File: config.mk
export PLATFORM = sky130hd
export DESIGN_NAME = aar_cordic_cell
export DESIGN_NICKNAME = d
export VERILOG_FILES = /design/src/rtl/core/axis_angle_to_rotation_matrix_top_assert.svh /design/src/rtl/core/aar_pkg.sv /design/src/rtl/core/aar_cordic_cell.sv
export SDC_FILE = /design/constraint.sdc
export NUM_CORES = 1
export LEC_CHECK = 0
export ABC_CLOCK_PERIOD_IN_PS = 1600
export BUFFER_PORTS_ARGS = -buffer_cell sky130_fd_sc_hd__buf_2
export CORE_MARGIN = 4
export CORE_UTILIZATION = 40
export CTS_BUF_LIST = sky130_fd_sc_hd__clkbuf_8
export DETAILED_ROUTE_END_ITERATION = 10
export PLACE_DENSITY = 0.64
export SETUP_SLACK_MARGIN = 0.15
export SYNTH_ARGS = -nofsm -noshare
export SYNTH_HDL_FRONTEND = slang
export SYNTH_SLANG_ARGS = --single-unit
export TNS_END_PERCENT = 5
File: constraint.sdc
create_clock -name clk -period 1.6 [get_ports clk]
set_clock_uncertainty 0.2 [all_clocks]
set_input_delay 0.32 -clock clk [delete_from_list [all_inputs] [get_ports clk]]
set_output_delay 0.32 -clock clk [all_outputs]
set_load 0.005 [all_outputs]
File: src/rtl/core/axis_angle_to_rotation_matrix_top_assert.svh
// assertion macros shared by the rotation matrix rtl
// relies on clk and arst_n being visible where a macro is used
`ifndef AXIS_ANGLE_TO_ROTATION_MATRIX_TOP_ASSERT_SVH
`define AXIS_ANGLE_TO_ROTATION_MATRIX_TOP_ASSERT_SVH

// property that must hold in the same cycle
`define AAR_ASSERT_NOW(lbl, prop, msg) \
	lbl: assert property (@(posedge clk) disable iff (!arst_n) (prop)) else $error(msg);

// consequence that must hold in the cycle after the antecedent
`define AAR_ASSERT_NEXT(lbl, ante, cons, msg) \
	lbl: assert property (@(posedge clk) disable iff (!arst_n) (ante) |=> (cons)) else $error(msg);

`endif

File: src/rtl/core/aar_pkg.sv
// shared types, constants and the arctangent table of the rotation matrix pipeline
// used by every cell module and the top level
package aar_pkg;

	localparam int SQRT_CELLS    = 16;
	localparam int UDIV_CELLS    = 15;
	localparam int RATIO_CELLS   = 15;
	localparam int CORDIC_STAGES = 16;

	localparam logic signed [31:0] Q28_PI      = 32'sd843314857;
	localparam logic signed [31:0] Q28_HALF_PI = 32'sd421657428;
	localparam logic signed [31:0] Q28_TWO_PI  = 32'sd1686629713;
	localparam logic signed [31:0] Q28_GAIN    = 32'sd163008218;
	localparam logic [15:0]        ONE_Q14     = 16'd16384;

	// square root digit cell payload
	typedef struct packed {
		logic             vld;
		logic [31:0]      rem;
		logic [32:0]      root;
		logic [2:0][15:0] v;
	} sqrt_bus_t;

	// axis division cell payload, three lanes
	typedef struct packed {
		logic             vld;
		logic [15:0]      a;
		logic [2:0][29:0] rem;
		logic [2:0][14:0] quo;
		logic [2:0]       neg;
	} udiv_bus_t;

	// rotation cell payload
	typedef struct packed {
		logic             vld;
		logic             zero;
		logic             flip;
		logic [31:0]      x;
		logic [31:0]      y;
		logic [31:0]      z;
		logic [2:0][15:0] u;
	} cordic_bus_t;

	// matrix entry division cell payload, nine lanes
	typedef struct packed {
		logic             vld;
		logic             ident;
		logic [46:0]      n;
		logic [8:0][62:0] rem;
		logic [8:0][14:0] quo;
		logic [8:0]       neg;
	} ratio_bus_t;

	// atan(2^-i) in Q28, rounded to nearest
	function automatic logic signed [31:0] atan_q28(input logic [4:0] idx);
		logic signed [31:0] r;
		case (idx)
			5'd0:  r = 32'sd210828714;
			5'd1:  r = 32'sd124459457;
			5'd2:  r = 32'sd65760959;
			5'd3:  r = 32'sd33381290;
			5'd4:  r = 32'sd16755422;
			5'd5:  r = 32'sd8385879;
			5'd6:  r = 32'sd4193963;
			5'd7:  r = 32'sd2097109;
			5'd8:  r = 32'sd1048571;
			5'd9:  r = 32'sd524287;
			5'd10: r = 32'sd262144;
			5'd11: r = 32'sd131072;
			5'd12: r = 32'sd65536;
			5'd13: r = 32'sd32768;
			5'd14: r = 32'sd16384;
			5'd15: r = 32'sd8192;
			5'd16: r = 32'sd4096;
			5'd17: r = 32'sd2048;
			5'd18: r = 32'sd1024;
			5'd19: r = 32'sd512;
			5'd20: r = 32'sd256;
			5'd21: r = 32'sd128;
			5'd22: r = 32'sd64;
			5'd23: r = 32'sd32;
			5'd24: r = 32'sd16;
			5'd25: r = 32'sd8;
			5'd26: r = 32'sd4;
			5'd27: r = 32'sd2;
			5'd28: r = 32'sd1;
			default: r = 32'sd0;
		endcase
		return r;
	endfunction

endpackage

File: src/rtl/core/aar_cordic_cell.sv
// one rotation-mode cordic iteration on the half angle
// depends on aar_pkg
module aar_cordic_cell (
	input  logic                clk,
	input  logic                arst_n,
	input  logic                en,
	input  logic [4:0]          idx,
	input  aar_pkg::cordic_bus_t d_in,
	output aar_pkg::cordic_bus_t d_out
);
	import aar_pkg::*;

	logic signed [31:0] dx;
	logic signed [31:0] dy;
	logic signed [31:0] at;
	cordic_bus_t        nxt;
	cordic_bus_t        bus_q;
	logic               vld_q;

	// micro-rotation toward zero residual angle
	always_comb begin
		dx  = $signed(d_in.y) >>> idx;
		dy  = $signed(d_in.x) >>> idx;
		at  = atan_q28(idx);
		nxt = d_in;
		if (!d_in.z[31]) begin
			nxt.x = 32'($signed(d_in.x) - dx);
			nxt.y = 32'($signed(d_in.y) + dy);
			nxt.z = 32'($signed(d_in.z) - at);
		end else begin
			nxt.x = 32'($signed(d_in.x) + dx);
			nxt.y = 32'($signed(d_in.y) - dy);
			nxt.z = 32'($signed(d_in.z) + at);
		end
	end

	always_ff @(posedge clk or negedge arst_n) begin
		if (!arst_n) begin
			vld_q <= 1'b0;
		end else if (en) begin
			vld_q <= d_in.vld;
		end
	end

	always_ff @(posedge clk) begin
		if (en) begin
			bus_q <= nxt;
		end
	end

	always_comb begin
		d_out     = bus_q;
		d_out.vld = vld_q;
	end

endmodule

After elaboration in Yosys (flattened, before gate mapping) --
Memory sizes are Yosys's and may differ from the RTL's. Index checks and enable logic that the tools add are counted.
Cells by class: add/sub/neg operators 6, shift operators 2, mux-type cells 1
Operators by type and width (number):
- adder 32 bit | 3
- 2-to-1 mux 96 bit | 1
- subtractor 32 bit | 3
- >>> shifter 32 x 5 -> 32 bit | 2
Storage, ports and cells: register bits 147, memory bits (read-only) 896, bits of input ports 155, output and inout bits 147, word-level logic and storage cells 19, memories kept 1
Memory list:
- (name not given) | words 32, bits a word 28, read ports 1, clocked after memory_dff 0, write ports 0, RTL line aar_pkg.sv:57 | case (idx)

Logic depth before layout (Yosys ltp) --
word-level depth 3, depth in mapped cells 28, depth with buffers taken out 22

Least setup slack after synthesis --
Ideal clock, no wire load.
path type in2reg, start point input idx[1], end point register bus_q (netlist bit d_out[79]), data pin, setup time 261 ps, arrival 6138 ps, path slack -4999 ps, stages on the path 28, cell sequence buf_2 > buf_2 > clkinv_1 > buf_2 > clkbuf_1 > ha_1 > clkbuf_1 > mux2i_1 > a21oi_1 > o21ai_0 > nor4_1 > nand3_1 > or3_1 > clkbuf_1 > nor3b_2 > a21oi_1 > xnor2_1 > ha_1 > clkbuf_1 > a211oi_1 > o211ai_1 > a221o_1 > a221o_1 > a31oi_1 > a21oi_1 > o41ai_1 > a31oi_1 > o311a_1
RTL lines:
- start, declared | RTL line aar_cordic_cell.sv:7 | input logic [4:0] idx,
- end signal, assigned | RTL line aar_cordic_cell.sv:47 | bus_q <= nxt;
- end, declared | RTL line aar_cordic_cell.sv:17 | cordic_bus_t bus_q;

==> out/metrics.yaml <==
status: "complete, but fails checks"
failed_checks: "negative hold slack, negative setup slack"
min-delay-start: "d_in[48]"
wl_um: 81200
ys.flop_type: "edfxtp_1"
first_iter_violations: 1722
critPathLaunch: "idx[0]"
yosys-top-cells-area: "edfxtp_1 27%, ha_1 8.8%, mux4_2 7.9%, xnor2_1 5.0%, a21oi_1 4.2%"
worst_slack_ns: -3.59
p_sw_w: 0.00872
critPathRequiredTime_ns: 1.74
setup_tns_ns: -257.33
track_usage_pct: 35.0
critical_path_arrival_ns: 5.33
tightest_slew_ns: 0.690
yosysTopAreaCell: "edfxtp_1"
ir_drop_mv: 0.631
grt_pass1_wl_um: 119000
first_pass_iters: 8
cts_max_level: 4
grt_overflow_total: 0
synthesis.area_um2: 16500
clock_path_buffers: 2
dpl_cell_area_um2: 24200
nets: 3166
critPathTopFamily: "compound AO/OA/AOI/OAI gates"
viasPerCell: 5.70
fin_hold_ws_ns: -0.120
power_density_nw_per_um2: 803
p_comb_share_pct: 60.3
initial_core_util_pct: 40.4
synth_most_common_cell: "nor2_1"
hpwl_um: 63000
clock_sinks: 147
drive_gt1_share_pct: 53.8
start_kind: "input port"
cts_root_buf: "clkbuf_8"
synth_top_area_share_pct: 26.6
syn_avg_cell_area_um2: 9.44
drc: 0
crit_path_frequent_cell: "buf_6"
gp_congestion: 1.03
holdBufCountCts: 54
clockPowerShare_pct: 14.6
relSlewSlack_pct: 53.5
timing.rr.start: "vld_q"
row_count: 74
crit_path_end_kind: "flip-flop"
multi_input_area_um2: 12600
seq_area_frac_synth_pct: 26.8
portBuffers: 301
worst_path_max_delay_cell: "a2111o_1"
seq_area_um2: 4410
die_area_um2: 44500
die_y_um: 211
leakagePower_nw: 12.5
finalSetupViolCount: 171
wl_per_cell_um: 23.6
ys_warn_count: 0
syn_nets: 2019
yosysUniqueCellTypes: 99
pwr-share-seq_pct: 25.1
drv_slew: 0
cap_violations: 0
finalCritPeriodShare_pct: 325
grt_pass1_vias: 20153
p_int_w: 0.0134
p_sw_share_pct: 39.5
clkTransAtPathRegs_ns: 0.11
antenna_found_initial: 0
cp_max_fo: 7
async_flop_share_pct: 0.680
dr_total_vias: 19584
grt_max_degree: 45
crit_buf_inv: 13
ys_ff_latch: 147
fin_crit_ns: 5.19
syn-instance-count: 1745
fin_area_um2: 27500
syn_to_final_growth_pct: 66.9
drtAntennaViolNets: 0
insertion_delay_ns: 0.56
synth_common_cells: "162 x nor2_1, 146 x edfxtp_1, 139 x a21oi_1"
fp.dieW_um: 211
grt_setup_unrepaired: "true"
core-area_um2: 40700
cts_tree: "built"
synth_edf_count: 146
pin_count: 302
cpPeakStageDelay_ns: 0.52
fillerInstances: 3238
final-hold-violation-count: 2
cts_made_buffers: 17
min_path_type: "in2reg"
worst-setup-path-type: "in2reg"
fmax_ghz: 0.193
-- area by class of cell --
type / instances / share of cell area, %
sequential: 147 / 16.0
tap: 532 / 2.42
timing repair buffer: 1225 / 33.4
multi-input combinational: 1449 / 45.8
inverter: 52 / 0.778
clock inverter: 15 / 0.723
antenna: 1 / 0.00910
clock buffer: 17 / 0.851
-- final timing paths --
check | end | slack [ns] | cells after the start
worst max-delay path | d_out[135] | -3.59 | 31
worst min-delay path | d_out[48] | -0.12 | 2
worst max register to register | vld_q | 0.60 | 1
worst min register to register | vld_q | 0.38 | 1
max in group asynchronous | vld_q | 0.66 | 3
min in group asynchronous | vld_q | 0.42 | 3
-- layout by cell type, fill, tap and decap left out, types with 14 or more instances in the layout --
master / n
o211ai_1: 19
ha_1: 101
o21ai_1: 25
dlygate4sd3_1: 54
o21a_1: 23
a21oi_1: 96
o22ai_1: 20
mux4_2: 64
nand3_1: 31
a21oi_2: 40
nor3_1: 27
nor2_1: 136
nor2b_1: 19
xnor2_1: 90
buf_12: 22
nand2_1: 109
buf_4: 790
clkbuf_8: 17
buf_6: 52
a31oi_1: 25
a21o_1: 42
edfxtp_1: 146
inv_1: 40
nand2b_1: 26
o21ai_0: 41
o21ai_2: 14
mux2_2: 32
nor2_2: 22
buf_2: 296
mux2i_1: 40
and2_1: 15
xor2_1: 66
-- sequential cells by signal, summed over array words and instances (netlist names) --
signal / cells
d_out: 146
vld_q: 1
-- power by group through the flow --
stage	Clock, W	Combinational [W]	Sequential [W]
after CTS	0.00329	0.0124	0.00553
after global routing	0.00346	0.0142	0.00561
after floorplan	0	0.00532	0.00573
after global placement	0	0.0111	0.00559
after detailed placement	0	0.0113	0.00560
final	0.00323	0.0133	0.00554
-- per-stage QoR --
stage / worst slack (ns) / total power (W) / utilization, % / cells
finish: -3.59 / 0.0221 / 67.5 / 3438
global route: -3.74 / 0.0232 / 67.5 / 3437
CTS: -3.43 / 0.0213 / 65.7 / 3413
detailed placement: -4.85 / 0.0169 / 59.4 / 3250
global placement: -4.82 / 0.0167 / 59.4 / 3250
floorplan: -3.98 / 0.0111 / - / 1745
-- repair_timing --
| action | 4_1_cts | 5_1_grt |
|---|---|---|
| resized for setup | 254 | 126 |
| endpoints found under the setup margin | 243 | 246 |
| endpoints found under the hold margin | 78 | 3 |
| pin swaps | 104 | 102 |
| buffers inserted | 74 | 24 |
| cloned | 3 | 0 |
-- cells by family after synthesis --
| kind of cell | synth area share [%] |
|---|---|
| simple gates | 15.1 |
| flops | 26.8 |
| compound gates | 20.9 |
| buf+inv | 4.59 |
| mux | 14.9 |
| xor+xnor | 8.61 |
| fa+ha+maj | 9.17 |
-- routing by layer --
metal  GRT usage [%]  wire length, µm  share of wire (%)
met1            42.9            32700                 40
met2            60.1            39300                 48
met3            5.33             5060                6.2
met4            17.3             4160                5.1
met5               0                0                  0
No activity file was read; power rests on OpenSTA's default activity.
