File: config.mk
export PLATFORM = sky130hd
export DESIGN_NAME = aar_ratio_cell
export DESIGN_NICKNAME = d
export VERILOG_FILES = /design/src/rtl/core/axis_angle_to_rotation_matrix_top_assert.svh /design/src/rtl/core/aar_pkg.sv /design/src/rtl/core/aar_ratio_cell.sv
export SDC_FILE = /design/constraint.sdc
export NUM_CORES = 2
export LEC_CHECK = 0
export BUFFER_PORTS_ARGS = -buffer_cell sky130_fd_sc_hd__buf_2
export CORE_AREA = 2 2 592 594
export CTS_CLUSTER_DIAMETER = 200
export DETAILED_ROUTE_END_ITERATION = 7
export DIE_AREA = 0 0 594 596
export GPL_TIMING_DRIVEN = 0
export HOLD_SLACK_MARGIN = 0.06
export PLACE_DENSITY = 0.46
export RECOVER_POWER = 25
export SYNTH_ARGS = -nofsm -noshare
export SYNTH_HDL_FRONTEND = slang
export SYNTH_SLANG_ARGS = --single-unit
File: constraint.sdc
create_clock -name clk -period 1.3 [get_ports clk]
set_input_delay 0.26 -clock clk [delete_from_list [all_inputs] [get_ports clk]]
set_output_delay 0.26 -clock clk [all_outputs]
set_load 0.01 [all_outputs]
File: src/rtl/core/axis_angle_to_rotation_matrix_top_assert.svh
// assertion macros shared by the rotation matrix rtl
// relies on clk and arst_n being visible where a macro is used
`ifndef AXIS_ANGLE_TO_ROTATION_MATRIX_TOP_ASSERT_SVH
`define AXIS_ANGLE_TO_ROTATION_MATRIX_TOP_ASSERT_SVH

// property that must hold in the same cycle
`define AAR_ASSERT_NOW(lbl, prop, msg) \
	lbl: assert property (@(posedge clk) disable iff (!arst_n) (prop)) else $error(msg);

// consequence that must hold in the cycle after the antecedent
`define AAR_ASSERT_NEXT(lbl, ante, cons, msg) \
	lbl: assert property (@(posedge clk) disable iff (!arst_n) (ante) |=> (cons)) else $error(msg);

`endif

File: src/rtl/core/aar_pkg.sv
// shared types, constants and the arctangent table of the rotation matrix pipeline
// used by every cell module and the top level
package aar_pkg;

	localparam int SQRT_CELLS    = 16;
	localparam int UDIV_CELLS    = 15;
	localparam int RATIO_CELLS   = 15;
	localparam int CORDIC_STAGES = 16;

	localparam logic signed [31:0] Q28_PI      = 32'sd843314857;
	localparam logic signed [31:0] Q28_HALF_PI = 32'sd421657428;
	localparam logic signed [31:0] Q28_TWO_PI  = 32'sd1686629713;
	localparam logic signed [31:0] Q28_GAIN    = 32'sd163008218;
	localparam logic [15:0]        ONE_Q14     = 16'd16384;

	// square root digit cell payload
	typedef struct packed {
		logic             vld;
		logic [31:0]      rem;
		logic [32:0]      root;
		logic [2:0][15:0] v;
	} sqrt_bus_t;

	// axis division cell payload, three lanes
	typedef struct packed {
		logic             vld;
		logic [15:0]      a;
		logic [2:0][29:0] rem;
		logic [2:0][14:0] quo;
		logic [2:0]       neg;
	} udiv_bus_t;

	// rotation cell payload
	typedef struct packed {
		logic             vld;
		logic             zero;
		logic             flip;
		logic [31:0]      x;
		logic [31:0]      y;
		logic [31:0]      z;
		logic [2:0][15:0] u;
	} cordic_bus_t;

	// matrix entry division cell payload, nine lanes
	typedef struct packed {
		logic             vld;
		logic             ident;
		logic [46:0]      n;
		logic [8:0][62:0] rem;
		logic [8:0][14:0] quo;
		logic [8:0]       neg;
	} ratio_bus_t;

	// atan(2^-i) in Q28, rounded to nearest
	function automatic logic signed [31:0] atan_q28(input logic [4:0] idx);
		logic signed [31:0] r;
		case (idx)
			5'd0:  r = 32'sd210828714;
			5'd1:  r = 32'sd124459457;
			5'd2:  r = 32'sd65760959;
			5'd3:  r = 32'sd33381290;
			5'd4:  r = 32'sd16755422;
			5'd5:  r = 32'sd8385879;
			5'd6:  r = 32'sd4193963;
			5'd7:  r = 32'sd2097109;
			5'd8:  r = 32'sd1048571;
			5'd9:  r = 32'sd524287;
			5'd10: r = 32'sd262144;
			5'd11: r = 32'sd131072;
			5'd12: r = 32'sd65536;
			5'd13: r = 32'sd32768;
			5'd14: r = 32'sd16384;
			5'd15: r = 32'sd8192;
			5'd16: r = 32'sd4096;
			5'd17: r = 32'sd2048;
			5'd18: r = 32'sd1024;
			5'd19: r = 32'sd512;
			5'd20: r = 32'sd256;
			5'd21: r = 32'sd128;
			5'd22: r = 32'sd64;
			5'd23: r = 32'sd32;
			5'd24: r = 32'sd16;
			5'd25: r = 32'sd8;
			5'd26: r = 32'sd4;
			5'd27: r = 32'sd2;
			5'd28: r = 32'sd1;
			default: r = 32'sd0;
		endcase
		return r;
	endfunction

endpackage

File: src/rtl/core/aar_ratio_cell.sv
// one quotient bit of the nine matrix entry divisions by the quaternion norm
// depends on aar_pkg
module aar_ratio_cell (
	input  logic               clk,
	input  logic               arst_n,
	input  logic               en,
	input  logic [3:0]         bpos,
	input  aar_pkg::ratio_bus_t d_in,
	output aar_pkg::ratio_bus_t d_out
);
	import aar_pkg::*;

	logic [62:0] dshift;
	ratio_bus_t  nxt;
	ratio_bus_t  bus_q;
	logic        vld_q;

	// compare and subtract in each lane
	always_comb begin
		dshift = {16'b0, d_in.n} << bpos;
		nxt    = d_in;
		for (int k = 0; k < 9; k++) begin
			if (d_in.rem[k] >= dshift) begin
				nxt.rem[k] = d_in.rem[k] - dshift;
				nxt.quo[k] = {d_in.quo[k][13:0], 1'b1};
			end else begin
				nxt.quo[k] = {d_in.quo[k][13:0], 1'b0};
			end
		end
	end

	always_ff @(posedge clk or negedge arst_n) begin
		if (!arst_n) begin
			vld_q <= 1'b0;
		end else if (en) begin
			vld_q <= d_in.vld;
		end
	end

	always_ff @(posedge clk) begin
		if (en) begin
			bus_q <= nxt;
		end
	end

	always_comb begin
		d_out     = bus_q;
		d_out.vld = vld_q;
	end

endmodule

# ---- Word-level counts from Yosys, hierarchy flattened
# Cells that the tools add are included.
dict set report op_classes {
  magnitude_cmp 9
  shift 1
  mux 18
  addsub 9
}
# op n
set op_table {}
lappend op_table {{63-bit greater-or-equal comparator} 9}
lappend op_table {{63-bit two-way mux} 9}
lappend op_table {{63-bit subtractor} 9}
lappend op_table {{47-bit by 4-bit left shift with 63-bit output} 1}
lappend op_table {{1-bit two-way mux} 9}
dict set report word_totals {
  regBits 760
  elab_cells 59
  out_inout_bits 760
}

# ---- Logic depth before layout (Yosys ltp)
dict set report logic_depth {
  ltp_word 3
  ltp_mapped 25
  mapped_depth_nobuf 19
}

# ---- Worst setup path after synthesis
# Ideal clock, no wire load.
dict set report synth_timing {
  kind {input to register}
  startpoint {input port bpos[0]}
  endpoint {register bus_q, in the netlist d_out[647], data pin}
  setup_slack_ps -5044
  n_path_buf 4
  setup_time_ps 270
  stages 20
  t_arrival_ps 6074
  path_cell_list {clkbuf_1 > buf_1 > clkbuf_1 > nand2b_1 > nor4_1 > ha_1 > inv_1 > fa_1 > a21oi_1 > o221ai_1 > a221o_1 > or3_1 > and2_1 > clkbuf_1 > a21oi_2 > o211a_1 > and2_1 > o21ai_0 > a311oi_1 > xor2_1}
}
# element line
set synth_rtl {}
lappend synth_rtl {{start: declaration} aar_ratio_cell.sv:7} ;# input logic [3:0] bpos,
lappend synth_rtl {{end signal: assignment} aar_ratio_cell.sv:42} ;# bus_q <= nxt;
lappend synth_rtl {{end: declaration} aar_ratio_cell.sv:15} ;# ratio_bus_t bus_q;

==> results.sh <==
export IMPL_io_buffers=1516
export IMPL_avgSynthCellArea_um2=9.30
export IMPL_failed_checks="max-capacitance violations, max-slew violations, negative setup slack"
export IMPL_ys_top_cells_by_area="edfxtp_1, ha_1, a21oi_1"
export IMPL_outcome="complete, but fails checks"
export IMPL_firstDrtPassIters=6
export IMPL_clock_skew_ns=0
export IMPL_cts_max_path_buffers=4
export IMPL_io_pins=1527
export IMPL_timing_final_crit_share_pct=341
export IMPL_area_growth_synth_to_final_pct=61.9
export IMPL_die_w_um=594
export IMPL_dp_slack_ns=-7.25
export IMPL_wl_met1_um=166000
export IMPL_syn_nets=8254
export IMPL_vdd_drop_max_uv=1050
export IMPL_max_freq_mhz=225
export IMPL_synth_cell_type_count=95
export IMPL_drt_iter0_markers=6909
export IMPL_setup_ws_ns=-3.14
export IMPL_synth_edf_count=759
export IMPL_cts_tree="built"
export IMPL_rows=217
export IMPL_ctsHoldBuffers=811
export IMPL_yosysMostFrequentCell="a21oi_1"
export IMPL_start_util_pct=18.3
export IMPL_finish_utilization_pct=29.7
export IMPL_gr_total_overflow=0
export IMPL_drcViolationCount=0
export IMPL_crit_type="primary input to register"
export IMPL_setup_viol=2012
export IMPL_stdcell_count=14600
export IMPL_yosys_warnings=0
export IMPL_nFillCells=36800
export IMPL_yosys_most_used_dff="edfxtp_1"
export IMPL_dpl_hpwl_um=365000
export IMPL_p_total_mw=133
export IMPL_grt_pass1_vias=68900
export IMPL_yosysTopAreaCellShare_pct=35.7
export IMPL_core_region_area_mm2=0.348
export IMPL_setup_tns_final_ns=-2451.36
export IMPL_hp_class="primary input to register"
export IMPL_nNetsFinal=11100
export IMPL_slew_headroom_pct=-7.11
export IMPL_gp_congestion=0.950
export IMPL_ys_seq_area_share_pct=35.8
export IMPL_routed_via_density=4.94
export IMPL_track_usage_pct=25.1
export IMPL_vias=72100
export IMPL_clk_latency_ns=0.84
export IMPL_met3_length_um=48400
export IMPL_wl_per_cell_um=32.2
export IMPL_htreeDepth=3
export IMPL_dp_cells=13100
export IMPL_grt_start_max_net_pins=117
export IMPL_cp_arrival_ns=5.05
export IMPL_maxCapViolCount=1
export IMPL_ys_ff_latch=760
export IMPL_routed_wl_um=471000
export IMPL_cts_buffers=103
export IMPL_synth_common_cells="a21oi_1, edfxtp_1, nand2_1"
export IMPL_rsz0062_at_grt="yes"
export IMPL_report_final_slew_viol_count=85
export IMPL_cts_sinks=760
export IMPL_die_area_mm2=0.354
export IMPL_leakagePower_nw=41.5
export IMPL_path_max_fanout=7
export IMPL_syn_inst=6857
export IMPL_hold_viol=0
export IMPL_highest_layer="met5"
export IMPL_period_needed_ns=4.44
export IMPL_power_density_mw_per_mm2=1290
export IMPL_synth_area_leader_cell="edfxtp_1"
export IMPL_synth_area_mm2=0.0638
export IMPL_start_kind="primary input"
export IMPL_root_buffer="clkbuf_16"
export IMPL_wl_met2_um=213000
export IMPL_drive_gt1_share_pct=34.6
export IMPL_worst_pin_slew_ns=1.61
export IMPL_grt_pass1_wl_um=605000
export IMPL_fp_dieH_um=596
export IMPL_async_flop_share_pct=0.132
export IMPL_cp_required_ns=1.92
export IMPL_endpoint_kind="register"
export IMPL_drtAntennaViolNets=0
export IMPL_clk_pin_slew_ns=0.06
export IMPL_antenna_found_initial=289
-- path summary, 6_finish.rpt --
path	start	end	slack (ns)	depth (start not counted)
min in group asynchronous	arst_n	vld_q	0.24	3
worst min-delay path	d_in[594]	d_out[594]	0.04	4
worst max-delay path	bpos[0]	d_out[147]	-3.14	22
max in group asynchronous	arst_n	vld_q	0.96	3
worst min register to register	vld_q	vld_q	0.53	1
worst max register to register	vld_q	vld_q	0.55	1
-- critical path, cell delays in order --
cell and delay, ns:
clkbuf_16 0.15, buf_12 0.14, clkbuf_16 0.17, mux2i_4 0.21
mux2i_2 0.25, mux2i_1 0.17, mux2i_1 0.20, bufinv_8 0.21
buf_12 0.14, ha_4 0.34, and3_2 0.22, nor4bb_4 0.34
nand4_1 0.22, a311o_1 0.42, nand3_2 0.12, a31o_4 0.15
a311o_1 0.25, a31oi_4 0.15, buf_4 0.18, buf_4 0.13
buf_4 0.15, o31ai_4 0.40
-- report_power, final --
part	internal [mW]	switching, mW
Combinational	27.7	41.2
Clock	16.1	13.1
Sequential	33.2	2.01
-- state kept, by name, indices dropped and copies added (netlist names) --
name	cells
vld_q	1
d_out	759
-- cell type report --
class | count | area (µm²) | area share, %
clock buffer | 121 | 2650 | 2.56
buffer | 234 | 2210 | 2.14
sequential | 760 | 22800 | 22.1
timing repair inverter | 2 | 31.3 | 0.0303
inverter | 213 | 1150 | 1.12
antenna | 181 | 453 | 0.439
timing repair buffer | 2856 | 22600 | 21.9
clock inverter | 63 | 651 | 0.630
tap | 4599 | 5750 | 5.57
multi-input combinational | 5566 | 44900 | 43.5
-- stage by stage --
stage,instance area [µm²],hold slack (ns)
floorplan,64500,-0.0356
global placement,77900,0.0347
detailed placement,79800,0.0365
CTS,98500,-0.0770
global route,103000,0.00602
finish,103000,0.0407
-- cell families after synthesis --
logic type	after synthesis	share of synthesized area, %
compound gates	2276	22.2
buf+inv	533	3.35
simple gates	1843	13.4
mux	295	5.67
fa+ha+maj	630	12.5
xor+xnor	520	7.14
flops	760	35.8
-- repair_timing --
action / CTS / global route
setup buffers: 278 / 148
resized for setup: 1006 / 673
endpoints found under the hold margin: 836 / 81
setup endpoints to repair: 1734 / 1737
cloned: 15 / 17
pin swaps: 167 / 164
-- layout by cell type (no fill, tap or decap), types with 33 or more instances in the layout --
master and count:
mux2_4 37, o21ai_1 82, ha_4 129, xor2_1 209, o21a_1 61, o21bai_1 111, buf_4 297, ha_2 58
buf_16 41, a21o_1 320, nand2b_1 48, diode_2 181, nand4_1 190, o21ai_2 50, buf_2 1474, clkbuf_1 151
buf_12 149, clkbuf_16 139, nand2_2 42, and3_1 40, a31oi_1 57, nor3_1 66, nor2b_1 59, edfxtp_1 759
nand3_1 94, nor2_1 399, o21ai_4 45, buf_6 58, a21oi_2 93, xnor2_1 305, dlygate4sd3_1 811, mux2_2 172
nand2_1 625, a21oi_1 651, a21oi_4 33, o21ai_0 374, ha_1 434, inv_1 185
-- layer usage --
metal | GRT usage, % | up-vias
met5 | 0 | -
met4 | 19.3 | 108
met3 | 8.66 | 1186
met2 | 40.5 | 3988
met1 | 27.0 | 35000
li1 | - | 31800
(Power assumes the default switching activity.)
