--- src/rtl/core/axis_angle_to_rotation_matrix_top_assert.svh ---
// assertion macros shared by the rotation matrix rtl
// relies on clk and arst_n being visible where a macro is used
`ifndef AXIS_ANGLE_TO_ROTATION_MATRIX_TOP_ASSERT_SVH
`define AXIS_ANGLE_TO_ROTATION_MATRIX_TOP_ASSERT_SVH

// property that must hold in the same cycle
`define AAR_ASSERT_NOW(lbl, prop, msg) \
	lbl: assert property (@(posedge clk) disable iff (!arst_n) (prop)) else $error(msg);

// consequence that must hold in the cycle after the antecedent
`define AAR_ASSERT_NEXT(lbl, ante, cons, msg) \
	lbl: assert property (@(posedge clk) disable iff (!arst_n) (ante) |=> (cons)) else $error(msg);

`endif

--- src/rtl/core/aar_pkg.sv ---
// shared types, constants and the arctangent table of the rotation matrix pipeline
// used by every cell module and the top level
package aar_pkg;

	localparam int SQRT_CELLS    = 16;
	localparam int UDIV_CELLS    = 15;
	localparam int RATIO_CELLS   = 15;
	localparam int CORDIC_STAGES = 16;

	localparam logic signed [31:0] Q28_PI      = 32'sd843314857;
	localparam logic signed [31:0] Q28_HALF_PI = 32'sd421657428;
	localparam logic signed [31:0] Q28_TWO_PI  = 32'sd1686629713;
	localparam logic signed [31:0] Q28_GAIN    = 32'sd163008218;
	localparam logic [15:0]        ONE_Q14     = 16'd16384;

	// square root digit cell payload
	typedef struct packed {
		logic             vld;
		logic [31:0]      rem;
		logic [32:0]      root;
		logic [2:0][15:0] v;
	} sqrt_bus_t;

	// axis division cell payload, three lanes
	typedef struct packed {
		logic             vld;
		logic [15:0]      a;
		logic [2:0][29:0] rem;
		logic [2:0][14:0] quo;
		logic [2:0]       neg;
	} udiv_bus_t;

	// rotation cell payload
	typedef struct packed {
		logic             vld;
		logic             zero;
		logic             flip;
		logic [31:0]      x;
		logic [31:0]      y;
		logic [31:0]      z;
		logic [2:0][15:0] u;
	} cordic_bus_t;

	// matrix entry division cell payload, nine lanes
	typedef struct packed {
		logic             vld;
		logic             ident;
		logic [46:0]      n;
		logic [8:0][62:0] rem;
		logic [8:0][14:0] quo;
		logic [8:0]       neg;
	} ratio_bus_t;

	// atan(2^-i) in Q28, rounded to nearest
	function automatic logic signed [31:0] atan_q28(input logic [4:0] idx);
		logic signed [31:0] r;
		case (idx)
			5'd0:  r = 32'sd210828714;
			5'd1:  r = 32'sd124459457;
			5'd2:  r = 32'sd65760959;
			5'd3:  r = 32'sd33381290;
			5'd4:  r = 32'sd16755422;
			5'd5:  r = 32'sd8385879;
			5'd6:  r = 32'sd4193963;
			5'd7:  r = 32'sd2097109;
			5'd8:  r = 32'sd1048571;
			5'd9:  r = 32'sd524287;
			5'd10: r = 32'sd262144;
			5'd11: r = 32'sd131072;
			5'd12: r = 32'sd65536;
			5'd13: r = 32'sd32768;
			5'd14: r = 32'sd16384;
			5'd15: r = 32'sd8192;
			5'd16: r = 32'sd4096;
			5'd17: r = 32'sd2048;
			5'd18: r = 32'sd1024;
			5'd19: r = 32'sd512;
			5'd20: r = 32'sd256;
			5'd21: r = 32'sd128;
			5'd22: r = 32'sd64;
			5'd23: r = 32'sd32;
			5'd24: r = 32'sd16;
			5'd25: r = 32'sd8;
			5'd26: r = 32'sd4;
			5'd27: r = 32'sd2;
			5'd28: r = 32'sd1;
			default: r = 32'sd0;
		endcase
		return r;
	endfunction

endpackage

--- src/rtl/core/aar_sqrt_cell.sv ---
// one digit of the integer square root, one result bit per cell
// depends on aar_pkg
module aar_sqrt_cell (
	input  logic              clk,
	input  logic              arst_n,
	input  logic              en,
	input  logic [3:0]        step,
	input  aar_pkg::sqrt_bus_t d_in,
	output aar_pkg::sqrt_bus_t d_out
);
	import aar_pkg::*;

	logic [32:0] bitv;
	logic [32:0] trial;
	sqrt_bus_t   nxt;
	sqrt_bus_t   bus_q;
	logic        vld_q;

	// trial subtract of root plus the current bit
	always_comb begin
		bitv  = 33'(1) << (5'd30 - {step, 1'b0});
		trial = d_in.root + bitv;
		nxt   = d_in;
		if ({1'b0, d_in.rem} >= trial) begin
			nxt.rem  = d_in.rem - trial[31:0];
			nxt.root = (d_in.root >> 1) + bitv;
		end else begin
			nxt.root = d_in.root >> 1;
		end
	end

	// valid flag
	always_ff @(posedge clk or negedge arst_n) begin
		if (!arst_n) begin
			vld_q <= 1'b0;
		end else if (en) begin
			vld_q <= d_in.vld;
		end
	end

	// payload
	always_ff @(posedge clk) begin
		if (en) begin
			bus_q <= nxt;
		end
	end

	always_comb begin
		d_out     = bus_q;
		d_out.vld = vld_q;
	end

endmodule

--- config.mk ---
export PLATFORM = sky130hd
export DESIGN_NAME = aar_sqrt_cell
export DESIGN_NICKNAME = d
export VERILOG_FILES = /design/src/rtl/core/axis_angle_to_rotation_matrix_top_assert.svh /design/src/rtl/core/aar_pkg.sv /design/src/rtl/core/aar_sqrt_cell.sv
export SDC_FILE = /design/constraint.sdc
export NUM_CORES = 1
export LEC_CHECK = 0
export BUFFER_PORTS_ARGS = -buffer_cell sky130_fd_sc_hd__buf_4
export CAP_MARGIN = 15
export CORE_ASPECT_RATIO = 1.2
export CORE_MARGIN = 1
export CORE_UTILIZATION = 58
export DETAILED_ROUTE_END_ITERATION = 10
export GPL_TIMING_DRIVEN = 0
export PLACE_DENSITY = 0.87
export SLEW_MARGIN = 20
export SYNTH_ARGS = -nofsm -noshare
export SYNTH_HDL_FRONTEND = slang
export SYNTH_SLANG_ARGS = --single-unit
--- constraint.sdc ---
create_clock -name clk -period 1.6 [get_ports clk]
set_input_delay 0.48 -clock clk [delete_from_list [all_inputs] [get_ports clk]]
set_output_delay 0.48 -clock clk [all_outputs]
set_load 0.005 [all_outputs]
Word level (Yosys, flattened, before mapping)
Cells that the tools add are included. Widths: inputs -> output; s select.

Word-level logic and storage cells: 15. Register bits after elaboration: 114. Input bits: 121. Output and inout port bits: 114.

Muxes and demuxes: 2. $add $sub $neg: 4. Magnitude comparators: 1. Shift-type cells: 1.

Operator list (count): $mux 32 (2); $add 32x33->33 (1); $add 33x33->33 (1); $ge 32x33->1 (1); $shl 1x5->33 const A (1); $sub 32x32->32 (1); $sub 5x5->5 const A (1).

Longest topological paths before layout
Gate-level depths: netlist of the first run.

Depth in word-level cells: 5. Mapped depth: 24. Gate-level depth less buffers: 22.

Least setup slack after synthesis of the first run
OpenSTA, ideal clock, no wires.

Path type: input to register. From: in step[0]. To: reg bus_q, in the netlist d_out[106], data pin. Library setup time: 0.260 ns. Arrival: 4.888 ns. Stages: 21. Path slack: -3.548 ns. Data required time: 1.340 ns. Path buffers: 2. Cells stage by stage: nand2b_1 -> nor2_1 -> ha_1 -> a31oi_1 -> o21ai_0 -> a311o_1 -> a211oi_1 -> nor2_1 -> a31oi_1 -> xor2_1 -> ha_1 -> a21o_1 -> a21o_1 -> a2111oi_2 -> a211oi_1 -> or2_4 -> o211ai_2 -> mux2i_4 -> buf_6 -> buf_8 -> mux2_4.

RTL lines: from (decl) (line aar_sqrt_cell.sv:7) `input logic [3:0] step,`; to (signal assigned) (line aar_sqrt_cell.sv:44) `bus_q <= nxt;`; to (decl) (line aar_sqrt_cell.sv:16) `sqrt_bus_t bus_q;`.

==> results of run 1 <==
## metrics by stage
| step | hold WS, ns | setup WS (ns) | utilization |
|---|---|---|---|
| after floorplan | 0.184 | -3.17 | - |
| after global placement | 0.255 | -3.88 | 0.749 |
| after detailed placement | 0.258 | -3.94 | 0.749 |
| after CTS | 0.214 | -3.10 | 0.833 |
| after global routing | 0.223 | -3.43 | 0.852 |
| final | 0.226 | -3.33 | 0.852 |
## cell type report
type                            count  area [sq um]
Clock buffer                       17           425
Tap cell                          175           219
Buffer                             35           255
Multi-Input combinational cell    670          5290
Sequential cell                   114          3420
Timing Repair Buffer              289          2340
Inverter                           16          60.1
Fill cell                         756          2120
Clock inverter                     15           230
## sequential cells by signal (all words and copies together), names as in the netlist
signal,count
d_out,113
vld_q,1
## cell families (layout without fill, tap and decap cells)
logic type / Yosys count / after routing / synth area share
buf+inv: 52 / 372 / 0.0296
compound gates: 197 / 197 / 0.156
xor+xnor: 70 / 70 / 0.0721
flops: 114 / 114 / 0.402
simple gates: 271 / 271 / 0.153
fa+ha+maj: 67 / 67 / 0.0995
mux: 65 / 65 / 0.0889
## repair_timing
| action | CTS | global route |
|---|---|---|
| setup buffers | 34 | 15 |
| endpoints found under the setup margin | 65 | 65 |
| pin swaps | 32 | 27 |
| hold buffers | 1 | 0 |
| gates resized for setup | 48 | 19 |
| hold endpoints to repair | 1 | 0 |
| cloned | 2 | 3 |
## where the power goes
part / leakage (nW) / internal, mW / total (mW) / switching [mW]
clock: 0.312 / 2.78 / 4.29 / 1.52
sequential: 1.12 / 3.64 / 3.74 / 0.0989
combinational: 3.61 / 1.65 / 3.24 / 1.59
total: 5.03 / 8.06 / 11.3 / 3.20
## synth_stat cells, drive strengths merged, types with 16 or more instances
cell type	instances	area (sq um)
xnor2	38	333
a21oi	39	195
a21o	27	203
nor2	84	315
ha	66	826
nor3	24	120
mux2	59	683
xor2	32	280
nor4	33	206
a31oi	36	225
inv	16	60.1
nand3	17	85.1
o21ai	37	200
buf	16	116
edfxtp	113	3390
nand2	62	235
clkbuf	20	75.1
## worst paths after layout
kind                       startpoint  cells after the start   endpoint  slack, ns
max in group asynchronous      arst_n                      2      vld_q       1.13
min                          d_in[17]                      1  d_out[17]       0.23
min reg2reg                     vld_q                      1      vld_q       0.53
min in group asynchronous      arst_n                      2      vld_q       0.39
max reg2reg                     vld_q                      1      vld_q       0.84
max                           step[0]                     22  d_out[56]      -3.33
## worst max-delay path, stage by stage
cell,delay (ns)
buf_12,0.12
nand2b_4,0.17
nor2_4,0.14
ha_4,0.24
a31oi_4,0.19
o21ai_4,0.10
a311o_1,0.45
a211oi_2,0.28
nor2_2,0.08
a31oi_1,0.21
xor2_1,0.24
ha_1,0.30
a21o_1,0.17
a21o_1,0.22
a2111oi_4,0.32
a211oi_2,0.09
or2_4,0.31
o211ai_4,0.22
mux2i_4,0.14
buf_8,0.17
buf_12,0.14
mux2_4,0.31
## cell usage in the layout, fill, tap and decap left out, drive strengths merged, types with 12 or more instances in the layout
cell / count
nand4: 12
buf: 301
nor3: 24
nor2: 84
nand2b: 14
edfxtp: 113
a21o: 27
a21oi: 39
mux2: 59
xor2: 32
nor4: 33
xnor2: 38
clkbuf: 39
nand2: 62
nand3: 17
o21ai: 37
a31oi: 36
ha: 66
inv: 18
## routing by layer
layer,routed length (um),up-vias,GRT usage,share of wire
met5,0,-,0,0
met4,1820,0,0.219,0.063
li1,-,3799,-,-
met3,2590,161,0.0759,0.089
met2,14500,586,0.636,0.50
met1,10000,4036,0.377,0.35
==> results.py, run 1 <==
metrics = {
    "synth": {
        "synth.distinct_cells": 64,
        "synthCells": 836,
        "async_flop_share": 0.00877,
        "yosys_warnings": 0,
        "netlist_area_sq_mm": 0.00850,
        "synth-seq-cells": 114,
        "synth.avg_cell_area_sq_um": 10.2,
        "synth_nets": 1024,
        "yosysSeqAreaShare": 0.402,
        "synthFlopType": "edfxtp_1",
        "synth_edf_count": 113,
    },
    "clocking": {
        "insertion_delay_ns": 0.43,
        "cts_root_buf": "clkbuf_16",
        "htreeDepth": 4,
        "cts_buffers": 17,
        "clk_pin_slew_ns": 0.06,
        "cts.sinks": 114,
        "clock_path_buffers": 2,
        "cts_tree": "built",
    },
    "sta": {
        "timing.setup.tns_ns": -210.25,
        "max_freq_mhz": 203,
        "min_period_ns": 4.93,
        "rsz0062_at_grt": "true",
        "finClkSkew_ns": 0,
        "finalSetupViolCount": 65,
        "hold_viol_final": 0,
        "fin_crit_sh": 3.08,
        "tightest_slew_ns": 1.09,
        "slew_violations": 0,
        "fin_ws_ns": -3.33,
        "slew_headroom": 0.268,
    },
    "pwr": {
        "p_total_mw": 11.3,
        "peakVddDrop_v": 0.000755,
        "power_leakage_nw": 5.03,
        "p_per_area_mw_per_mm2": 921,
    },
    "cells_and_area": {
        "design_area_sq_mm": 0.0122,
        "finalNonFillerCells": 1331,
        "area_delta_synth_final_pct": 43.8,
        "fin_nets": 1331,
        "drive_above_1_share": 0.409,
        "antenna_cells": 0,
    },
    "detailed_routing": {
        "dr.pass1.iters": 6,
        "initialDrtViolationCount": 705,
        "vias": 8582,
        "viasPerCell": 6.45,
        "drc_errors": 0,
        "wirelength_um": 28900,
        "wire_per_inst_um": 21.7,
        "ant_nets": 0,
    },
    "die": {
        "rows": 48,
        "die_x_um": 113,
        "ios": 235,
        "die_y_um": 135,
        "die_area_sq_mm": 0.0152,
        "coreArea_sq_mm": 0.0144,
        "start_util": 0.592,
    },
    "placement": {
        "dp.cells": 1245,
        "routabilityCongestion": 0.942,
        "numPortBuffers": 234,
        "dpl-instance-area_sq_mm": 0.0108,
        "dp_hpwl_um": 17900,
    },
    "grt": {
        "track_usage": 0.353,
        "grt_pass1_wl_um": 41300,
        "grt_max_degree": 115,
        "grt_pass1_vias": 8128,
        "antenna_found_initial": 0,
        "grt.overflow.total": 0,
    },
    "run": {
        "cap_violations": 0,
    },
    "worst_setup_path": {
        "crit_path_start_kind": "input pin",
        "path_max_fanout": 6,
        "end_kind": "flop",
        "critical_path_class": "input pin to flop",
        "worstPathRequired_ns": 1.78,
        "cp.arrival_ns": 5.10,
    },
    "run_status": {
        "status": "complete, but fails checks",
        "violations": "negative setup slack",
    },
    "hold_path": {
        "hp-class": "input pin to flop",
    },
}
No activity file was read; power rests on OpenSTA's default activity.
==> run 2, diff against run 1 <==
--- a/config.mk
+++ b/config.mk
@@ -11,8 +11,7 @@
 export CORE_MARGIN = 1
 export CORE_UTILIZATION = 58
 export DETAILED_ROUTE_END_ITERATION = 10
-export GPL_TIMING_DRIVEN = 0
-export PLACE_DENSITY = 0.87
+export PLACE_DENSITY = 0.95
 export SLEW_MARGIN = 20
 export SYNTH_ARGS = -nofsm -noshare
 export SYNTH_HDL_FRONTEND = slang
==> constraint.sdc (replaced) <==
create_clock -name clk -period 1.6 [get_ports clk]
set_input_delay 0.48 -clock clk [delete_from_list [all_inputs] [get_ports clk]]
set_output_delay 0.48 -clock clk [all_outputs]
set_load 0.01 [all_outputs]
==> run 2 against run 1 <==
The run now fails in clock tree synthesis. Synthesized area did not move. Synthesized cell count is the same.
==> results.py, run 2 <==
metrics = {
    "placement": {
        "dp_slack_ns": -3.73,
        "numPortBuffers": 234,
        "routabilityCongestion": 0.905,
        "dpl-instance-area_sq_mm": 0.0125,
        "dp_hpwl_um": 24600,
    },
    "synth": {
        "async_flop_share": 0.00877,
        "synthCells": 836,
        "synthAdderAreaFrac": 0.0995,
        "netlist_area_sq_mm": 0.00850,
        "synth_mux_area_frac": 0.0889,
        "synth_top_area_cell": "edfxtp_1",
        "yosysSeqAreaShare": 0.402,
        "synth_top_family_by_area": "compound AO/OA/AOI/OAI gates",
        "synth_top_cell_area_share": 0.399,
        "synth.avg_cell_area_sq_um": 10.2,
        "yosysMostFrequentCell": "edfxtp_1",
        "yosys-top-cells-count": "edfxtp_1, nor2_1, ha_1, nand2_1, mux2_2",
        "synth_xor_area_frac": 0.0721,
        "synthTopCellsByArea": "edfxtp_1, ha_1, mux2_2, xnor2_1, nor2_1",
        "synth-seq-cells": 114,
        "synth_compound_area_frac": 0.156,
        "synth_nets": 1024,
        "synth.distinct_cells": 64,
        "synth_edf_count": 113,
        "yosys.area_share.simple": 0.153,
        "synthFlopType": "edfxtp_1",
        "yosys_warnings": 0,
    },
    "die": {
        "die_x_um": 113,
        "ios": 235,
        "start_util": 0.592,
        "rows": 48,
        "die_y_um": 135,
    },
    "run_status": {
        "tool.error": "[ERROR DPL-0033] detailed placement checks failed during check placement.",
        "status": "did not finish",
        "stop_stage": "clock tree synthesis",
    },
    "clocking": {
        "cts.sinks": 114,
        "cts_repair_resize_count": 104,
        "cts_buffers": 17,
        "htreeDepth": 4,
        "clock_path_buffers": 2,
        "cts_setup_buffers": 28,
        "cts_root_buf": "clkbuf_16",
        "hold_buffers": 1,
    },
}
run 2: cell counts after synthesis:
No cell type changed its count.
run 2: logic make-up after synthesis:
| logic type | after synthesis |
|---|---|
| AO/OA/AOI/OAI | 197 |
| buffers and inverters | 52 |
| AND/OR/NAND/NOR | 271 |
| adder cells (fa/ha/maj) | 67 |
| flip-flops | 114 |
| multiplexers | 65 |
| XOR/XNOR | 70 |
run 2: per-stage QoR:
stage          cells  setup TNS [ns]
2_1_floorplan    836         -195.29
3_3_place_gp    1458         -209.97
3_5_place_dp    1458         -237.96
==> run 3, diff against run 2 <==
--- a/config.mk
+++ b/config.mk
@@ -7,11 +7,10 @@
 export LEC_CHECK = 0
 export BUFFER_PORTS_ARGS = -buffer_cell sky130_fd_sc_hd__buf_4
 export CAP_MARGIN = 15
-export CORE_ASPECT_RATIO = 1.2
 export CORE_MARGIN = 1
-export CORE_UTILIZATION = 58
+export CORE_UTILIZATION = 40
 export DETAILED_ROUTE_END_ITERATION = 10
-export PLACE_DENSITY = 0.95
+export PLACE_DENSITY_LB_ADDON = 0.15
 export SLEW_MARGIN = 20
 export SYNTH_ARGS = -nofsm -noshare
 export SYNTH_HDL_FRONTEND = slang
==> run 3 against run 2 <==
The flow now finishes, with violations (negative setup slack).
==> results.py, run 3 (synthesized netlist as in run 1, its figures left out) <==
metrics = {
    "detailed_routing": {
        "wire_per_inst_um": 17.5,
        "ant_nets": 0,
        "drc_errors": 0,
        "vias": 8555,
        "initialDrtViolationCount": 414,
        "viasPerCell": 5.22,
        "wirelength_um": 28700,
        "dr.pass1.iters": 5,
    },
    "sta": {
        "hold_viol_final": 0,
        "max_freq_mhz": 214,
        "timing.setup.tns_ns": -195.71,
        "slew_violations": 0,
        "rsz0062_at_grt": "true",
        "fin_crit_sh": 2.93,
        "finClkSkew_ns": 0,
        "finalSetupViolCount": 65,
        "tightest_slew_ns": 0.625,
        "min_period_ns": 4.68,
        "whs_ns": 0.241,
        "fin_ws_ns": -3.08,
        "slew_headroom": 0.582,
    },
    "clocking": {
        "htreeDepth": 4,
        "cts_buffers": 17,
        "cts_tree": "built",
        "cts.sinks": 114,
        "cts_root_buf": "clkbuf_16",
        "clk_pin_slew_ns": 0.06,
        "insertion_delay_ns": 0.41,
        "clock_path_buffers": 2,
    },
    "worst_setup_path": {
        "crit_path_start_kind": "input pin",
        "cp.arrival_ns": 4.85,
        "cp_num_buf_inv": 4,
        "worstPathRequired_ns": 1.76,
        "critical_path_class": "input pin to flop",
        "crit_chain": "buf_12 > nand2b_4 > nor2_4 > ha_4 > a31oi_4 > buf_6 > a21boi_4 > o21ai_4 > a211oi_2 > nor2_1 > xnor2_1 > ha_1 > a21o_1 > a21o_1 > a21o_1 > a2111oi_4 > a211oi_2 > or2_4 > o211ai_4 > mux2i_4 > buf_8 > clkbuf_16 > mux2_4",
        "worst_r2r_startpoint": "vld_q",
        "cp_top_family": "compound AO/OA/AOI/OAI gates",
        "r2r_slack_ns": 0.84,
        "rr_worst_depth": 1,
        "cpMostUsedCell": "a21o_1",
        "end_kind": "flop",
        "critical_path.max_stage_delay_ns": 0.32,
        "r2r-end": "vld_q",
        "path_max_fanout": 5,
        "worst_path_max_delay_cell": "a2111oi_4",
    },
    "placement": {
        "dpl-instance-area_sq_mm": 0.0127,
        "dp_hpwl_um": 20900,
        "routabilityCongestion": 0.885,
        "dp.cells": 1566,
        "numPortBuffers": 234,
    },
    "cells_and_area": {
        "area_delta_synth_final_pct": 67.7,
        "fin_nets": 1542,
        "drive_above_1_share": 0.527,
        "fillers": 1553,
        "largest_reg_flops": 113,
        "design_area_sq_mm": 0.0143,
        "mostFrequentLayoutCells": "buf_4, edfxtp_1, nor2_1",
        "finalNonFillerCells": 1638,
        "final_common_cell": "buf_4",
    },
    "pwr": {
        "power_switching_mw": 3.39,
        "p_int_mw": 8.15,
        "seqPwrFrac": 0.323,
        "peakVddDrop_v": 0.000517,
        "power_leakage_nw": 6.23,
        "p_clk_frac": 0.330,
        "switching_share": 0.294,
        "p_per_area_mw_per_mm2": 809,
        "pwr-share-comb": 0.347,
    },
    "grt": {
        "grt_pass1_wl_um": 43600,
        "grt_max_degree": 30,
        "grt_pass1_vias": 8209,
        "antenna_found_initial": 1,
        "grt.overflow.total": 0,
        "track_usage": 0.259,
    },
    "hold_path": {
        "hp-class": "input pin to flop",
        "min_to": "d_out[20]",
        "whs_path_depth": 1,
        "hold_start": "d_in[20]",
    },
    "die": {
        "die_y_um": 148,
        "rows": 52,
        "start_util": 0.414,
        "coreArea_sq_mm": 0.0206,
        "die_area_sq_mm": 0.0218,
        "ios": 235,
        "die_x_um": 148,
    },
    "run_status": {
        "violations": "negative setup slack",
        "status": "complete, but fails checks",
    },
    "run": {
        "cap_violations": 0,
    },
}
==> run 3: cell type report <==
cell class / count / area, sq um / area share
flip-flops and latches: 114 / 3420 / 0.240
multi-input cells: 670 / 5440 / 0.382
clock buffers: 18 / 429 / 0.0301
repair buffers: 535 / 4420 / 0.310
inverters: 16 / 60.1 / 0.00421
well taps: 270 / 338 / 0.0237
clock inverters: 14 / 155 / 0.0109
diodes: 1 / 2.50 / 0.000175
==> run 3: how the worst max path moves through the flow <==
| stage | start | to | slack (ns) | depth (start not counted) |
|---|---|---|---|---|
| after floorplan | step[0] | d_out[106] | -3.17 | 23 |
| after detailed placement | step[2] | d_out[50] | -3.59 | 19 |
| after global routing | step[0] | d_out[65] | -3.28 | 25 |
| after CTS | step[0] | d_out[107] | -3.03 | 23 |
| final | step[0] | d_out[109] | -3.08 | 23 |
| after global placement | step[2] | d_out[83] | -3.48 | 18 |
==> run 3: power groups by stage <==
stage               registers [mW]  logic, mW  clock network [mW]
floorplan                     3.93       1.55                   0
global placement              3.79       3.39                   0
detailed placement            3.79       3.44                   0
CTS                           3.73       3.85                3.88
global route                  3.75       4.29                4.01
finish                        3.73       4.00                3.81
==> run 3: timing repair <==
item / 4_1_cts / 5_1_grt
setup endpoints to repair: 65 / 65
endpoints found under the hold margin: 1 / 0
setup buffers: 22 / 10
pin swaps: 20 / 18
gates cloned: 7 / 2
hold buffers: 1 / 0
resized for setup: 59 / 31
==> run 3: layer usage <==
layer / vias to the layer above / GRT usage / share of wire
li1: 4228 / - / -
met1: 3995 / 0.329 / 0.43
met2: 291 / 0.439 / 0.49
met3: 41 / 0.0426 / 0.055
met4: 0 / 0.101 / 0.026
met5: - / 0 / 0
==> run 3: metrics by stage <==
step / util / power, mW / setup WS [ns]
2_1_floorplan: - / 5.48 / -3.17
3_3_place_gp: 0.619 / 7.18 / -3.48
3_5_place_dp: 0.619 / 7.23 / -3.59
4_1_cts: 0.679 / 11.5 / -3.03
5_1_grt: 0.693 / 12.0 / -3.28
6_report: 0.694 / 11.5 / -3.08
